File: src/hdl/sofl_pkg.sv
package sofl_pkg;

    localparam int SLAB_SLOTS_DEF = 256;

    localparam int SIZE_W   = 13;
    localparam int COUNT_W  = 9;
    localparam int OFFSET_W = 20;
    localparam int STATUS_W = 2;
    localparam int SSTATE_W = 2;

    localparam int CFG_INDEX_W = 2;
    localparam int CFG_DATA_W  = 13;

    localparam logic [CFG_INDEX_W-1:0] CFG_OBJECT_SIZE  = 2'd0;
    localparam logic [CFG_INDEX_W-1:0] CFG_OBJECT_COUNT = 2'd1;

    localparam logic [SIZE_W-1:0]  SIZE_RESET  = 13'd8;
    localparam logic [COUNT_W-1:0] COUNT_RESET = 9'd256;

    localparam logic [STATUS_W-1:0] STAT_OK           = 2'd0;
    localparam logic [STATUS_W-1:0] STAT_NONE_FREE    = 2'd1;
    localparam logic [STATUS_W-1:0] STAT_ALREADY_FREE = 2'd2;
    localparam logic [STATUS_W-1:0] STAT_BAD_OFFSET   = 2'd3;

    localparam logic [SSTATE_W-1:0] SLAB_EMPTY   = 2'd0;
    localparam logic [SSTATE_W-1:0] SLAB_PARTIAL = 2'd1;
    localparam logic [SSTATE_W-1:0] SLAB_FULL    = 2'd2;

    localparam logic OP_ALLOC = 1'b0;
    localparam logic OP_FREE  = 1'b1;

    typedef enum logic [2:0] {
        S_SWEEP,
        S_IDLE,
        S_DIV,
        S_WALK,
        S_ALLOC,
        S_PUSH,
        S_RESP
    } fsm_state_t;

    typedef struct packed {
        logic                start;
        logic [OFFSET_W-1:0] dividend;
        logic [SIZE_W-1:0]   divisor;
    } div_req_t;

    typedef struct packed {
        logic                done;
        logic [OFFSET_W-1:0] quotient;
    } div_rsp_t;

endpackage

File: src/hdl/slab_object_free_list_core.sv
// Free-list manager for one slab. Each input transfer is an allocate or a free of a byte
// offset; each one produces exactly one result transfer with status, allocated offset, slab
// state and in-use count. The links live in a single synchronous RAM of SLAB_SLOTS entries.
// One item is in flight at a time: an allocate passes through S_ALLOC to S_RESP (directly
// to S_RESP when the slab is full); a free with a zero object size goes directly to S_RESP,
// and any other free first runs the 20-step offset divider in S_DIV. An out-of-range index
// then goes to S_RESP; otherwise S_WALK follows the free list from the head and answers a
// double free where it meets the index, or else moves on to S_PUSH, which puts the object
// back at the head. A result that is not taken holds the block in S_RESP. After reset, and
// after every write of object_count, the RAM is rebuilt by a pass over all SLAB_SLOTS
// entries during which s_tready is low; configuration writes are taken at any time but are
// meant only for an idle block.
module slab_object_free_list_core
    import sofl_pkg::*;
#(
    parameter int SLAB_SLOTS = SLAB_SLOTS_DEF
) (
    input  logic                   aclk,
    input  logic                   aresetn,
    input  logic                   cfg_valid,
    output logic                   cfg_ready,
    input  logic [CFG_INDEX_W-1:0] cfg_index,
    input  logic [CFG_DATA_W-1:0]  cfg_data,
    input  logic                   s_tvalid,
    output logic                   s_tready,
    input  logic [23:0]            s_tdata,  // byte_offset[19:0], zero pad
    input  logic [0:0]             s_tuser,  // op
    output logic                   m_tvalid,
    input  logic                   m_tready,
    // status[1:0], alloc_offset[21:2], slab_state[23:22], used_count[32:24], zero pad
    output logic [39:0]            m_tdata
);

    localparam int IDXW      = (SLAB_SLOTS > 1) ? $clog2(SLAB_SLOTS) : 1;
    localparam int LINKW     = $clog2(SLAB_SLOTS + 1);
    localparam int MULW      = (LINKW + SIZE_W > OFFSET_W) ? LINKW + SIZE_W : OFFSET_W;
    localparam int COUNT_TOP = (1 << COUNT_W) - 1;
    localparam int CNT_CLAMP = (SLAB_SLOTS > COUNT_TOP) ? COUNT_TOP : SLAB_SLOTS;
    localparam int OUT_USED  = STATUS_W + OFFSET_W + SSTATE_W + COUNT_W;

    fsm_state_t state_reg, state_next;

    logic [SIZE_W-1:0]   size_reg, size_next;
    logic [COUNT_W-1:0]  count_reg, count_next;
    logic [LINKW-1:0]    head_reg, head_next;
    logic [COUNT_W-1:0]  inuse_reg, inuse_next;
    logic [IDXW-1:0]     sweep_reg, sweep_next;
    logic [IDXW-1:0]     idx_reg, idx_next;
    logic [COUNT_W-1:0]  rem_reg, rem_next;
    logic                first_reg, first_next;
    logic [STATUS_W-1:0] status_reg, status_next;
    logic [OFFSET_W-1:0] aoff_reg, aoff_next;
    logic                m_valid_reg, m_valid_next;
    logic [39:0]         m_data_reg, m_data_next;

    logic [COUNT_W-1:0]  eff_cnt;
    logic [COUNT_W-1:0]  cnt_nz;
    logic                full;
    logic                s_accept;
    logic                cfg_accept;
    logic                cnt_write;
    logic                out_free;
    logic                sweep_last;
    logic [LINKW-1:0]    cur;
    logic [MULW-1:0]     prod;
    logic [SSTATE_W-1:0] slab_state;

    logic             ram_we;
    logic [IDXW-1:0]  ram_waddr;
    logic [LINKW-1:0] ram_wdata;
    logic [IDXW-1:0]  ram_raddr;
    logic [LINKW-1:0] ram_rdata;

    div_req_t div_req;
    div_rsp_t div_rsp;

    sofl_ram #(
        .WIDTH (LINKW),
        .DEPTH (SLAB_SLOTS)
    ) u_link_ram (
        .aclk  (aclk),
        .we    (ram_we),
        .waddr (ram_waddr),
        .wdata (ram_wdata),
        .raddr (ram_raddr),
        .rdata (ram_rdata)
    );

    sofl_div u_div (
        .aclk    (aclk),
        .aresetn (aresetn),
        .req     (div_req),
        .rsp     (div_rsp)
    );

    assign cfg_ready  = 1'b1;
    assign cfg_accept = cfg_valid && cfg_ready;
    assign cnt_write  = cfg_accept && (cfg_index == CFG_OBJECT_COUNT);
    assign s_tready   = (state_reg == S_IDLE);
    assign s_accept   = s_tvalid && s_tready;
    assign out_free   = !m_valid_reg || m_tready;
    assign sweep_last = (sweep_reg == IDXW'(SLAB_SLOTS - 1));

    assign cnt_nz  = (count_reg == '0) ? COUNT_W'(1) : count_reg;
    assign eff_cnt = (cnt_nz > COUNT_W'(CNT_CLAMP)) ? COUNT_W'(CNT_CLAMP) : cnt_nz;
    assign full    = (inuse_reg >= eff_cnt);

    // walk starts at the head register, then follows the link just read
    assign cur  = first_reg ? head_reg : ram_rdata;
    assign prod = MULW'(head_reg) * MULW'(size_reg);

    always_comb begin
        if (inuse_reg == '0) begin
            slab_state = SLAB_EMPTY;
        end else if (full) begin
            slab_state = SLAB_FULL;
        end else begin
            slab_state = SLAB_PARTIAL;
        end
    end

    assign div_req.start    = s_accept && (s_tuser[0] == OP_FREE) && (size_reg != '0);
    assign div_req.dividend = s_tdata[OFFSET_W-1:0];
    assign div_req.divisor  = size_reg;

    // next state
    always_comb begin
        state_next = state_reg;
        case (state_reg)
            S_SWEEP: begin
                if (sweep_last) state_next = S_IDLE;
            end
            S_IDLE: begin
                if (s_accept) begin
                    if (s_tuser[0] == OP_ALLOC) begin
                        state_next = full ? S_RESP : S_ALLOC;
                    end else begin
                        state_next = (size_reg == '0) ? S_RESP : S_DIV;
                    end
                end
            end
            S_DIV: begin
                if (div_rsp.done) begin
                    state_next = (div_rsp.quotient >= OFFSET_W'(eff_cnt)) ? S_RESP : S_WALK;
                end
            end
            S_WALK: begin
                if (rem_reg == '0) begin
                    state_next = S_PUSH;
                end else if (cur == LINKW'(idx_reg)) begin
                    state_next = S_RESP;
                end
            end
            S_ALLOC: state_next = S_RESP;
            S_PUSH:  state_next = S_RESP;
            S_RESP: begin
                if (out_free) state_next = S_IDLE;
            end
            default: state_next = S_SWEEP;
        endcase
        if (cnt_write) state_next = S_SWEEP;
    end

    // datapath and memory control
    always_comb begin
        size_next    = size_reg;
        count_next   = count_reg;
        head_next    = head_reg;
        inuse_next   = inuse_reg;
        sweep_next   = sweep_reg;
        idx_next     = idx_reg;
        rem_next     = rem_reg;
        first_next   = first_reg;
        status_next  = status_reg;
        aoff_next    = aoff_reg;
        m_valid_next = m_valid_reg && !m_tready;
        m_data_next  = m_data_reg;
        ram_we       = 1'b0;
        ram_waddr    = sweep_reg;
        ram_wdata    = LINKW'(sweep_reg) + 1'b1;
        ram_raddr    = head_reg[IDXW-1:0];
        case (state_reg)
            S_SWEEP: begin
                ram_we     = 1'b1;
                sweep_next = sweep_reg + 1'b1;
            end
            S_IDLE: begin
                if (s_accept) begin
                    aoff_next = '0;
                    if (s_tuser[0] == OP_ALLOC) begin
                        status_next = full ? STAT_NONE_FREE : STAT_OK;
                    end else begin
                        status_next = (size_reg == '0) ? STAT_BAD_OFFSET : STAT_OK;
                    end
                end
            end
            S_DIV: begin
                if (div_rsp.done) begin
                    if (div_rsp.quotient >= OFFSET_W'(eff_cnt)) begin
                        status_next = STAT_BAD_OFFSET;
                    end
                    idx_next   = div_rsp.quotient[IDXW-1:0];
                    rem_next   = eff_cnt - inuse_reg;
                    first_next = 1'b1;
                end
            end
            S_WALK: begin
                if (rem_reg != '0) begin
                    if (cur == LINKW'(idx_reg)) begin
                        status_next = STAT_ALREADY_FREE;
                    end else begin
                        ram_raddr  = cur[IDXW-1:0];
                        rem_next   = rem_reg - 1'b1;
                        first_next = 1'b0;
                    end
                end
            end
            S_ALLOC: begin
                head_next  = ram_rdata;
                inuse_next = inuse_reg + 1'b1;
                aoff_next  = prod[OFFSET_W-1:0];
            end
            S_PUSH: begin
                ram_we     = 1'b1;
                ram_waddr  = idx_reg;
                ram_wdata  = head_reg;
                head_next  = LINKW'(idx_reg);
                inuse_next = inuse_reg - 1'b1;
            end
            S_RESP: begin
                if (out_free) begin
                    m_valid_next = 1'b1;
                    m_data_next  = {(40 - OUT_USED)'(0), inuse_reg, slab_state,
                                    aoff_reg, status_reg};
                end
            end
            default: begin
                ram_we = 1'b0;
            end
        endcase
        if (cfg_accept && (cfg_index == CFG_OBJECT_SIZE)) begin
            size_next = cfg_data[SIZE_W-1:0];
        end
        if (cnt_write) begin
            count_next = cfg_data[COUNT_W-1:0];
            head_next  = '0;
            inuse_next = '0;
            sweep_next = '0;
        end
    end

    always_ff @(posedge aclk) begin
        if (!aresetn) begin
            state_reg   <= S_SWEEP;
            size_reg    <= SIZE_RESET;
            count_reg   <= COUNT_RESET;
            head_reg    <= '0;
            inuse_reg   <= '0;
            sweep_reg   <= '0;
            m_valid_reg <= 1'b0;
        end else begin
            state_reg   <= state_next;
            size_reg    <= size_next;
            count_reg   <= count_next;
            head_reg    <= head_next;
            inuse_reg   <= inuse_next;
            sweep_reg   <= sweep_next;
            m_valid_reg <= m_valid_next;
        end
        idx_reg    <= idx_next;
        rem_reg    <= rem_next;
        first_reg  <= first_next;
        status_reg <= status_next;
        aoff_reg   <= aoff_next;
        m_data_reg <= m_data_next;
    end

    assign m_tvalid = m_valid_reg;
    assign m_tdata  = m_data_reg;

    a_inuse_bounded: assert property (@(posedge aclk) disable iff (!aresetn)
        inuse_reg <= eff_cnt)
        else $error("in-use count above slab size");

    a_one_in_flight: assert property (@(posedge aclk) disable iff (!aresetn)
        s_tvalid && s_tready |=> !s_tready)
        else $error("second item taken while one is in flight");

    a_ram_write_src: assert property (@(posedge aclk) disable iff (!aresetn)
        ram_we |-> (state_reg == S_SWEEP || state_reg == S_PUSH))
        else $error("link ram written outside rebuild or push");

    a_empty_state: assert property (@(posedge aclk) disable iff (!aresetn)
        m_tvalid && (m_tdata[32:24] == '0) |-> (m_tdata[23:22] == SLAB_EMPTY))
        else $error("slab state disagrees with used count");

endmodule

File: src/hdl/sofl_ram.sv
module sofl_ram #(
    parameter int WIDTH = 9,
    parameter int DEPTH = 256,
    localparam int AW = (DEPTH > 1) ? $clog2(DEPTH) : 1
) (
    input  logic             aclk,
    input  logic             we,
    input  logic [AW-1:0]    waddr,
    input  logic [WIDTH-1:0] wdata,
    input  logic [AW-1:0]    raddr,
    output logic [WIDTH-1:0] rdata
);

    logic [WIDTH-1:0] mem [DEPTH];
    logic [WIDTH-1:0] rdata_reg;

    always_ff @(posedge aclk) begin
        if (we) begin
            mem[waddr] <= wdata;
        end
        rdata_reg <= mem[raddr];
    end

    assign rdata = rdata_reg;

endmodule

File: src/hdl/sofl_div.sv
module sofl_div
    import sofl_pkg::*;
(
    input  logic     aclk,
    input  logic     aresetn,
    input  div_req_t req,
    output div_rsp_t rsp
);

    localparam int CW = $clog2(OFFSET_W + 1);

    logic                busy_reg, busy_next;
    logic                done_reg, done_next;
    logic [CW-1:0]       cnt_reg, cnt_next;
    logic [SIZE_W-1:0]   rem_reg, rem_next;
    logic [SIZE_W-1:0]   dvs_reg, dvs_next;
    logic [OFFSET_W-1:0] dq_reg, dq_next;
    logic [SIZE_W:0]     trial;
    logic                qbit;

    // one quotient bit per cycle, restoring
    always_comb begin
        busy_next = busy_reg;
        done_next = 1'b0;
        cnt_next  = cnt_reg;
        rem_next  = rem_reg;
        dvs_next  = dvs_reg;
        dq_next   = dq_reg;
        trial     = {rem_reg, dq_reg[OFFSET_W-1]};
        qbit      = (trial >= {1'b0, dvs_reg});
        if (req.start) begin
            busy_next = 1'b1;
            cnt_next  = CW'(OFFSET_W);
            rem_next  = '0;
            dvs_next  = req.divisor;
            dq_next   = req.dividend;
        end else if (busy_reg) begin
            if (qbit) begin
                rem_next = SIZE_W'(trial - {1'b0, dvs_reg});
            end else begin
                rem_next = trial[SIZE_W-1:0];
            end
            dq_next  = {dq_reg[OFFSET_W-2:0], qbit};
            cnt_next = cnt_reg - 1'b1;
            if (cnt_reg == CW'(1)) begin
                busy_next = 1'b0;
                done_next = 1'b1;
            end
        end
    end

    always_ff @(posedge aclk) begin
        if (!aresetn) begin
            busy_reg <= 1'b0;
            done_reg <= 1'b0;
            cnt_reg  <= '0;
        end else begin
            busy_reg <= busy_next;
            done_reg <= done_next;
            cnt_reg  <= cnt_next;
        end
        rem_reg <= rem_next;
        dvs_reg <= dvs_next;
        dq_reg  <= dq_next;
    end

    assign rsp.done     = done_reg;
    assign rsp.quotient = dq_reg;

endmodule
File: config.mk
export PLATFORM = sky130hd
export DESIGN_NAME = slab_object_free_list_core
export DESIGN_NICKNAME = d
export VERILOG_FILES = /design/src/hdl/sofl_pkg.sv /design/src/hdl/slab_object_free_list_core.sv /design/src/hdl/sofl_ram.sv /design/src/hdl/sofl_div.sv
export SDC_FILE = /design/constraint.sdc
export NUM_CORES = 2
export LEC_CHECK = 0
export BUFFER_PORTS_ARGS = -buffer_cell sky130_fd_sc_hd__buf_4
export CAP_MARGIN = 40
export CORE_ASPECT_RATIO = 1.25
export CORE_MARGIN = 2
export CORE_UTILIZATION = 31
export CTS_CLUSTER_SIZE = 25
export DETAILED_ROUTE_END_ITERATION = 16
export PLACE_DENSITY_LB_ADDON = 0.3
export SKIP_CTS_REPAIR_TIMING = 1
export SYNTH_ARGS = -nofsm -noshare
export SYNTH_HDL_FRONTEND = slang
export SYNTH_SLANG_ARGS = --single-unit
File: constraint.sdc
create_clock -name aclk -period 12.9 [get_ports aclk]
set_input_delay 0 -clock aclk [delete_from_list [all_inputs] [get_ports aclk]]
set_output_delay 0 -clock aclk [all_outputs]
set_load 0.05 [all_outputs]
======== Word level (Yosys, flattened, before mapping) ========
Memory sizes are Yosys's and may differ from the RTL's. A register that Yosys moved wholly into a read port is not among the register bits.
Index checks and enable logic that the tools add are counted.
operators by class
  add/sub/neg operators ................... 8
  multipliers ............................. 1
  order comparisons ....................... 4
  eq/ne operators ......................... 19
  mux-type cells .......................... 55
  bitwise gates (word level) .............. 2
  reductions and logical operators ........ 33
operators by type and width
  cell                                               number
  two-way mux 9 bit                                  7
  two-way mux 20 bit                                 3
  case mux 9 bit (2 select lines)                    3
  case mux 20 bit (2 select lines)                   1
  two-way mux 8 bit                                  4
  logical NOT 9 bit                                  3
  two-way mux 3 bit                                  9
  greater-or-equal comparator 20 x 9 -> 1 bit        1
  multiplier 9 x 13 -> 20 bit                        1
  two-way mux 2 bit                                  9
  case mux 3 bit (6 select lines)                    1
  subtractor 9 x 1 -> 9 bit (second input constant)  2
  greater-or-equal comparator 14 x 13 -> 1 bit       1
  logical NOT 13 bit                                 1
  two-way mux 1 bit                                  13
  two-way mux 13 bit                                 1
  nonzero test 13 bit                                1
  subtractor 13 bit                                  1
  inequality test 2 bit (second input constant)      6
  two-way mux 5 bit                                  2
  adder 8 x 1 -> 9 bit (second input constant)       1
  adder 9 x 1 -> 9 bit (second input constant)       1
  equality test 3 bit (second input constant)        3
  equality test 9 x 8 -> 1 bit                       1
  29 further kinds                                   46
word-level totals
  bits in registers ....................... 178
  bits in writable memories ............... 2304
  input bits .............................. 45
  word-level logic and storage cells ...... 144
  memories kept ........................... 1
memory list
  memory          depth  width  read ports  clocked after memory_dff  write ports  line            source
  u_link_ram.mem  256    9      1           1                         1            sofl_ram.sv:14  logic [WIDTH-1:0] mem [DEPTH];

======== Longest topological paths before layout ========
  depth in word-level cells ............... 9
  mapped depth ............................ 25
  mapped depth without buffers ............ 23

======== By module ========
A second synthesis with hierarchy kept.
unflattened totals
  cell total of the unflattened synthesis .. 5510
  area, all modules ....................... 101869.0 sq um
modules (own cells, without submodules)
  module                      instances  cells an instance  area an instance (sq um)  sequential area each (sq um)
  sofl_ram                    1          4237               89278.1                   69366.5
  slab_object_free_list_core  1          1037               9846.9                    3233.1
  sofl_div                    1          236                2743.9                    1391.3

======== Worst setup path before layout ========
Ideal clock, no wire load.
  path type ............................... register to register
  start point ............................. register state_reg[0]
  end point ............................... memory u_link_ram.mem[0][7], data pin
  library setup time ...................... 2.187 ns
  arrival time ............................ 11.207 ns
  data required time ...................... 10.713 ns
  path slack .............................. -0.493 ns
  stages on the path, launching flop included .. 7
  buffers on the path ..................... 3
  cells stage by stage .................... dfxtp_1 -> clkbuf_1 -> nand2_1 -> inv_1 -> clkbuf_1 -> buf_1 -> o21ai_0
on the way
  cells in the longest elaborated chain, start to end .. 2
ends and longest elaborated chain
  what                      line                               source
  start: declaration        slab_object_free_list_core.sv:41   fsm_state_t state_reg, state_next;
  start signal: assignment  slab_object_free_list_core.sv:262  state_reg <= state_next;
  equality test 3 bit       slab_object_free_list_core.sv:182  case (state_reg)
  two-way mux 9 bit         slab_object_free_list_core.sv:182
  named net ram_wdata[7]    slab_object_free_list_core.sv:70   logic [LINKW-1:0] ram_wdata;
  end: declaration          sofl_ram.sv:14
The timed path passes the listed nets, and every way through them passes these cells.

======== Final worst setup path ========
  start point ............................. register rem_reg[0]
  end point ............................... register u_link_ram.rdata_reg[4] (netlist: u_link_ram.rdata[4]) (read register of u_link_ram.mem)
on the way
  cells in the longest elaborated chain, start to end .. 3
ends and longest elaborated chain
  what                      line                               source
  start: declaration        slab_object_free_list_core.sv:49   logic [COUNT_W-1:0] rem_reg, rem_next;
  start signal: assignment  slab_object_free_list_core.sv:271  rem_reg <= rem_next;
  nonzero test 9 bit        slab_object_free_list_core.sv:208  if (rem_reg != '0) begin
  two-way mux 8 bit         slab_object_free_list_core.sv:208
  two-way mux 8 bit         slab_object_free_list_core.sv:182
  end: declaration          sofl_ram.sv:15                     logic [WIDTH-1:0] rdata_reg;
No other way between the ends.
A chain may end at the register's enable or synchronous reset.

==> results.toml <==
[cells_and_area]
final-seq-area_sq_um = 74000
finish.net_count = 8416
fillerInstances = 32100
largest_register_ff_count = 2304
area_delta_synth_final_pct = 15.2
largest_register = "u_link_ram.mem"
post_route_cells_drive_above_1_share = 0.100
multiInputGateArea_sq_um = 27600

[worst_setup_path]
critical_path_arrival_ps = 7220
worst-r2r-cell-count = 16
critical_path.max_fanout = 50
register_to_register_setup_slack_ps = 6430
regToRegStartpoint = "rem_reg[0]"
startpoint_type = "register"
setup.worst_path.class = "register to register"
ff_to_ff_end = "u_link_ram.rdata[4]"
worstSetupEndpointType = "register"
critPathRequiredTime_ps = 13650

[synth]
syn-mean-instance-area_sq_um = 13.1
postSynthRegisterBits = 2491
synth-warning-count = 0
mappedNetlistArea_sq_um = 104000
ys_seq_area_frac = 0.711
number_of_enable_flip_flop_cells_after_synthesis = 2410
synth_ff_type = "edfxtp_1"
synth_async_reset_ratio = 0
netlist_instances = 7952
yosys.cell_types.count = 77

[sta]
final-max-slew-violation-count = 0
final.setup.worst_slack_ps = 6430
slew_headroom = 0.272
post-route-period-util = 0.501
timing.hold.ws_ps = -43.4
worst_clock_skew_ps = 39.4
rsz0062_at_grt = "false"
fmax_mhz = 155
timing.final.hold_violations = 8
fin_setup_tns_ps = 0
min_cycle_time_layout_ps = 6470
timing_worst_slew_pin_value_ps = 1090
setup-violations-final = 0

[grt]
grt_util_all_layers = 0.180
grt_antenna_before_repair = 10
global_route.overflow_total = 0
grt_start_max_net_pins = 192
grt_first_pass_wirelength_microns = 454000
grt_pass1_vias = 64100

[cts]
clk_transition_reported_paths_ps = 60
insertion_delay_ps = 910
tritoncts_num_sinks = 2491
root_buffer = "clkbuf_16"
cts.path.max_buffers = 4
cts_tree = "done"
htree_num_levels = 4
cts_made_buffers = 239

[run_status]
run_status = "finished with violations"
failed_checks = "negative hold slack"

[min_path]
min_path_type = "input pin to register"
hold_path_end = "count_reg[7]"
worstHoldStart = "cfg_valid"
hold_critical_path_depth = 4

[die]
die_width_microns = 522
fp.dieArea_sq_um = 340000
ioPinCount = 88
initial_core_util = 0.312
placementRows = 237
fp.coreArea_sq_um = 334000
dieHeight_microns = 652

[route]
detail_route.first_pass.iterations = 6
via_total_after_detailed_routing = 66500
routed_via_density = 5.18
postRouteWirelength_microns = 318000
antenna_violating_nets_post_route = 0
routed_wire_length_per_instance_microns = 24.8
detail_route.drc_violations = 0
detail_route.iter0.violations = 7197

[pwr]
vdd_drop_max_uv = 115
p_per_area_nw_per_um2 = 135
leakage_power_nw = 42.7

[place]
gp_routability_congestion = 0.834
place.detailed.hpwl_microns = 190000
dp_worst_setup_slack_ps = 6430
port_buffers = 75

[flow_run]
maxCapViolCount = 0
[critical path, stage by stage (launching register included)]
cell and delay (ps):
edfxtp_1 390, inv_1 90, ha_1 180, nor3b_1 500
nand4_1 310, or3b_1 290, a31oi_4 80, buf_12 220
mux2_8 540, buf_4 670, buf_4 630, mux4_2 440
a22o_1 300, a31oi_1 160, nand4_1 350, a221oi_1 780
a32oi_1 220
[cells in the mapped netlist (52+ instances only)]
cell type	count	area, sq um
nor2_1	365	1370
clkbuf_1	193	724
a21oi_1	237	1190
o21ai_0	92	460
buf_2	211	1060
nand4_1	55	344
ha_1	77	963
and3_1	64	400
o221ai_1	117	1020
fa_1	80	1600
nor3_1	52	260
inv_1	147	552
nand2_1	1918	7200
edfxtp_1	2410	72400
dfxtp_1	81	1620
mux2i_1	362	3620
a31oi_1	113	707
nand3_1	796	3980
[worst max-delay path by stage]
stage	startpoint	endpoint	slack, ps	cells past startpoint
after CTS	state_reg[1]	u_link_ram.rdata[3]	6380	16
final	rem_reg[0]	u_link_ram.rdata[4]	6430	16
after global routing	rem_reg[0]	u_link_ram.rdata[2]	6070	17
after global placement	state_reg[1]	u_link_ram.rdata[3]	6120	15
after floorplan	state_reg[0]	u_link_ram.mem[0][3]	-180	5
after detailed placement	state_reg[1]	u_link_ram.rdata[3]	6430	16
[cells in the final DEF, fill, tap and decap left out, types with 39 or more instances in the layout]
cell type      instances
edfxtp_1            2410
buf_4                358
nor2_1               352
a21oi_1              236
nand3_1              796
and3_1                64
and2_1                40
dfxtp_1               81
o221ai_1             117
nand4_1               55
mux2i_1              355
o21ai_0               86
nand2_1             1908
clkinv_2              47
clkbuf_16            240
clkinv_1              50
dlygate4sd3_1        104
inv_1                147
ha_1                  77
nor3_1                51
xnor2_1               40
clkbuf_1              39
fa_1                  80
a31oi_1              113
[layer usage]
| metal | part of all wire | wire (microns) | global-route usage | vias to the layer above |
|---|---|---|---|---|
| met4 | 0.048 | 15400 | 0.0804 | 2 |
| met3 | 0.070 | 22400 | 0.0255 | 564 |
| met5 | 0.000038 | 12 | 0 | - |
| li1 | - | - | - | 29600 |
| met2 | 0.49 | 156000 | 0.306 | 2621 |
| met1 | 0.39 | 125000 | 0.227 | 33700 |
[kinds of logic after synthesis]
group	count (synthesis)	share of synthesized area
buffers and inverters	642	0.0273
DFF	2491	0.711
xor gates and xnor gates	62	0.00522
other	2	0.0000721
AOI/OAI and AO/OA	796	0.0508
and+or+nand+nor	3408	0.140
adders and majority gates	157	0.0246
muxes	394	0.0408
[metrics by stage]
stage | area [sq um] | utilization | std cells | power [mW] | hold slack, ps
floorplan | 104000 | - | 7958 | 9.17 | 124
global placement | 110000 | 0.328 | 12100 | 9.27 | 258
detailed placement | 111000 | 0.333 | 12300 | 9.28 | 257
CTS | 119000 | 0.356 | 12700 | 16.3 | -709
global route | 120000 | 0.359 | 12800 | 16.6 | 1.10
finish | 120000 | 0.359 | 12800 | 16.2 | -43.4
[power breakdown]
part | total [mW] | switching (mW) | internal, mW
combinational | 0.261 | 0.198 | 0.0622
clock | 7.05 | 3.08 | 3.97
sequential | 8.87 | 0.0230 | 8.85
[cell type report]
cell class / instances / share of cell area
clock inverter: 144 / 0.0118
antenna: 5 / 0.000104
tap: 4421 / 0.0461
inverter: 148 / 0.00463
clock buffer: 288 / 0.0523
sequential: 2491 / 0.617
multi-input combinational: 4825 / 0.230
timing repair buffer: 509 / 0.0378
Power figures use the tool's default switching activity.
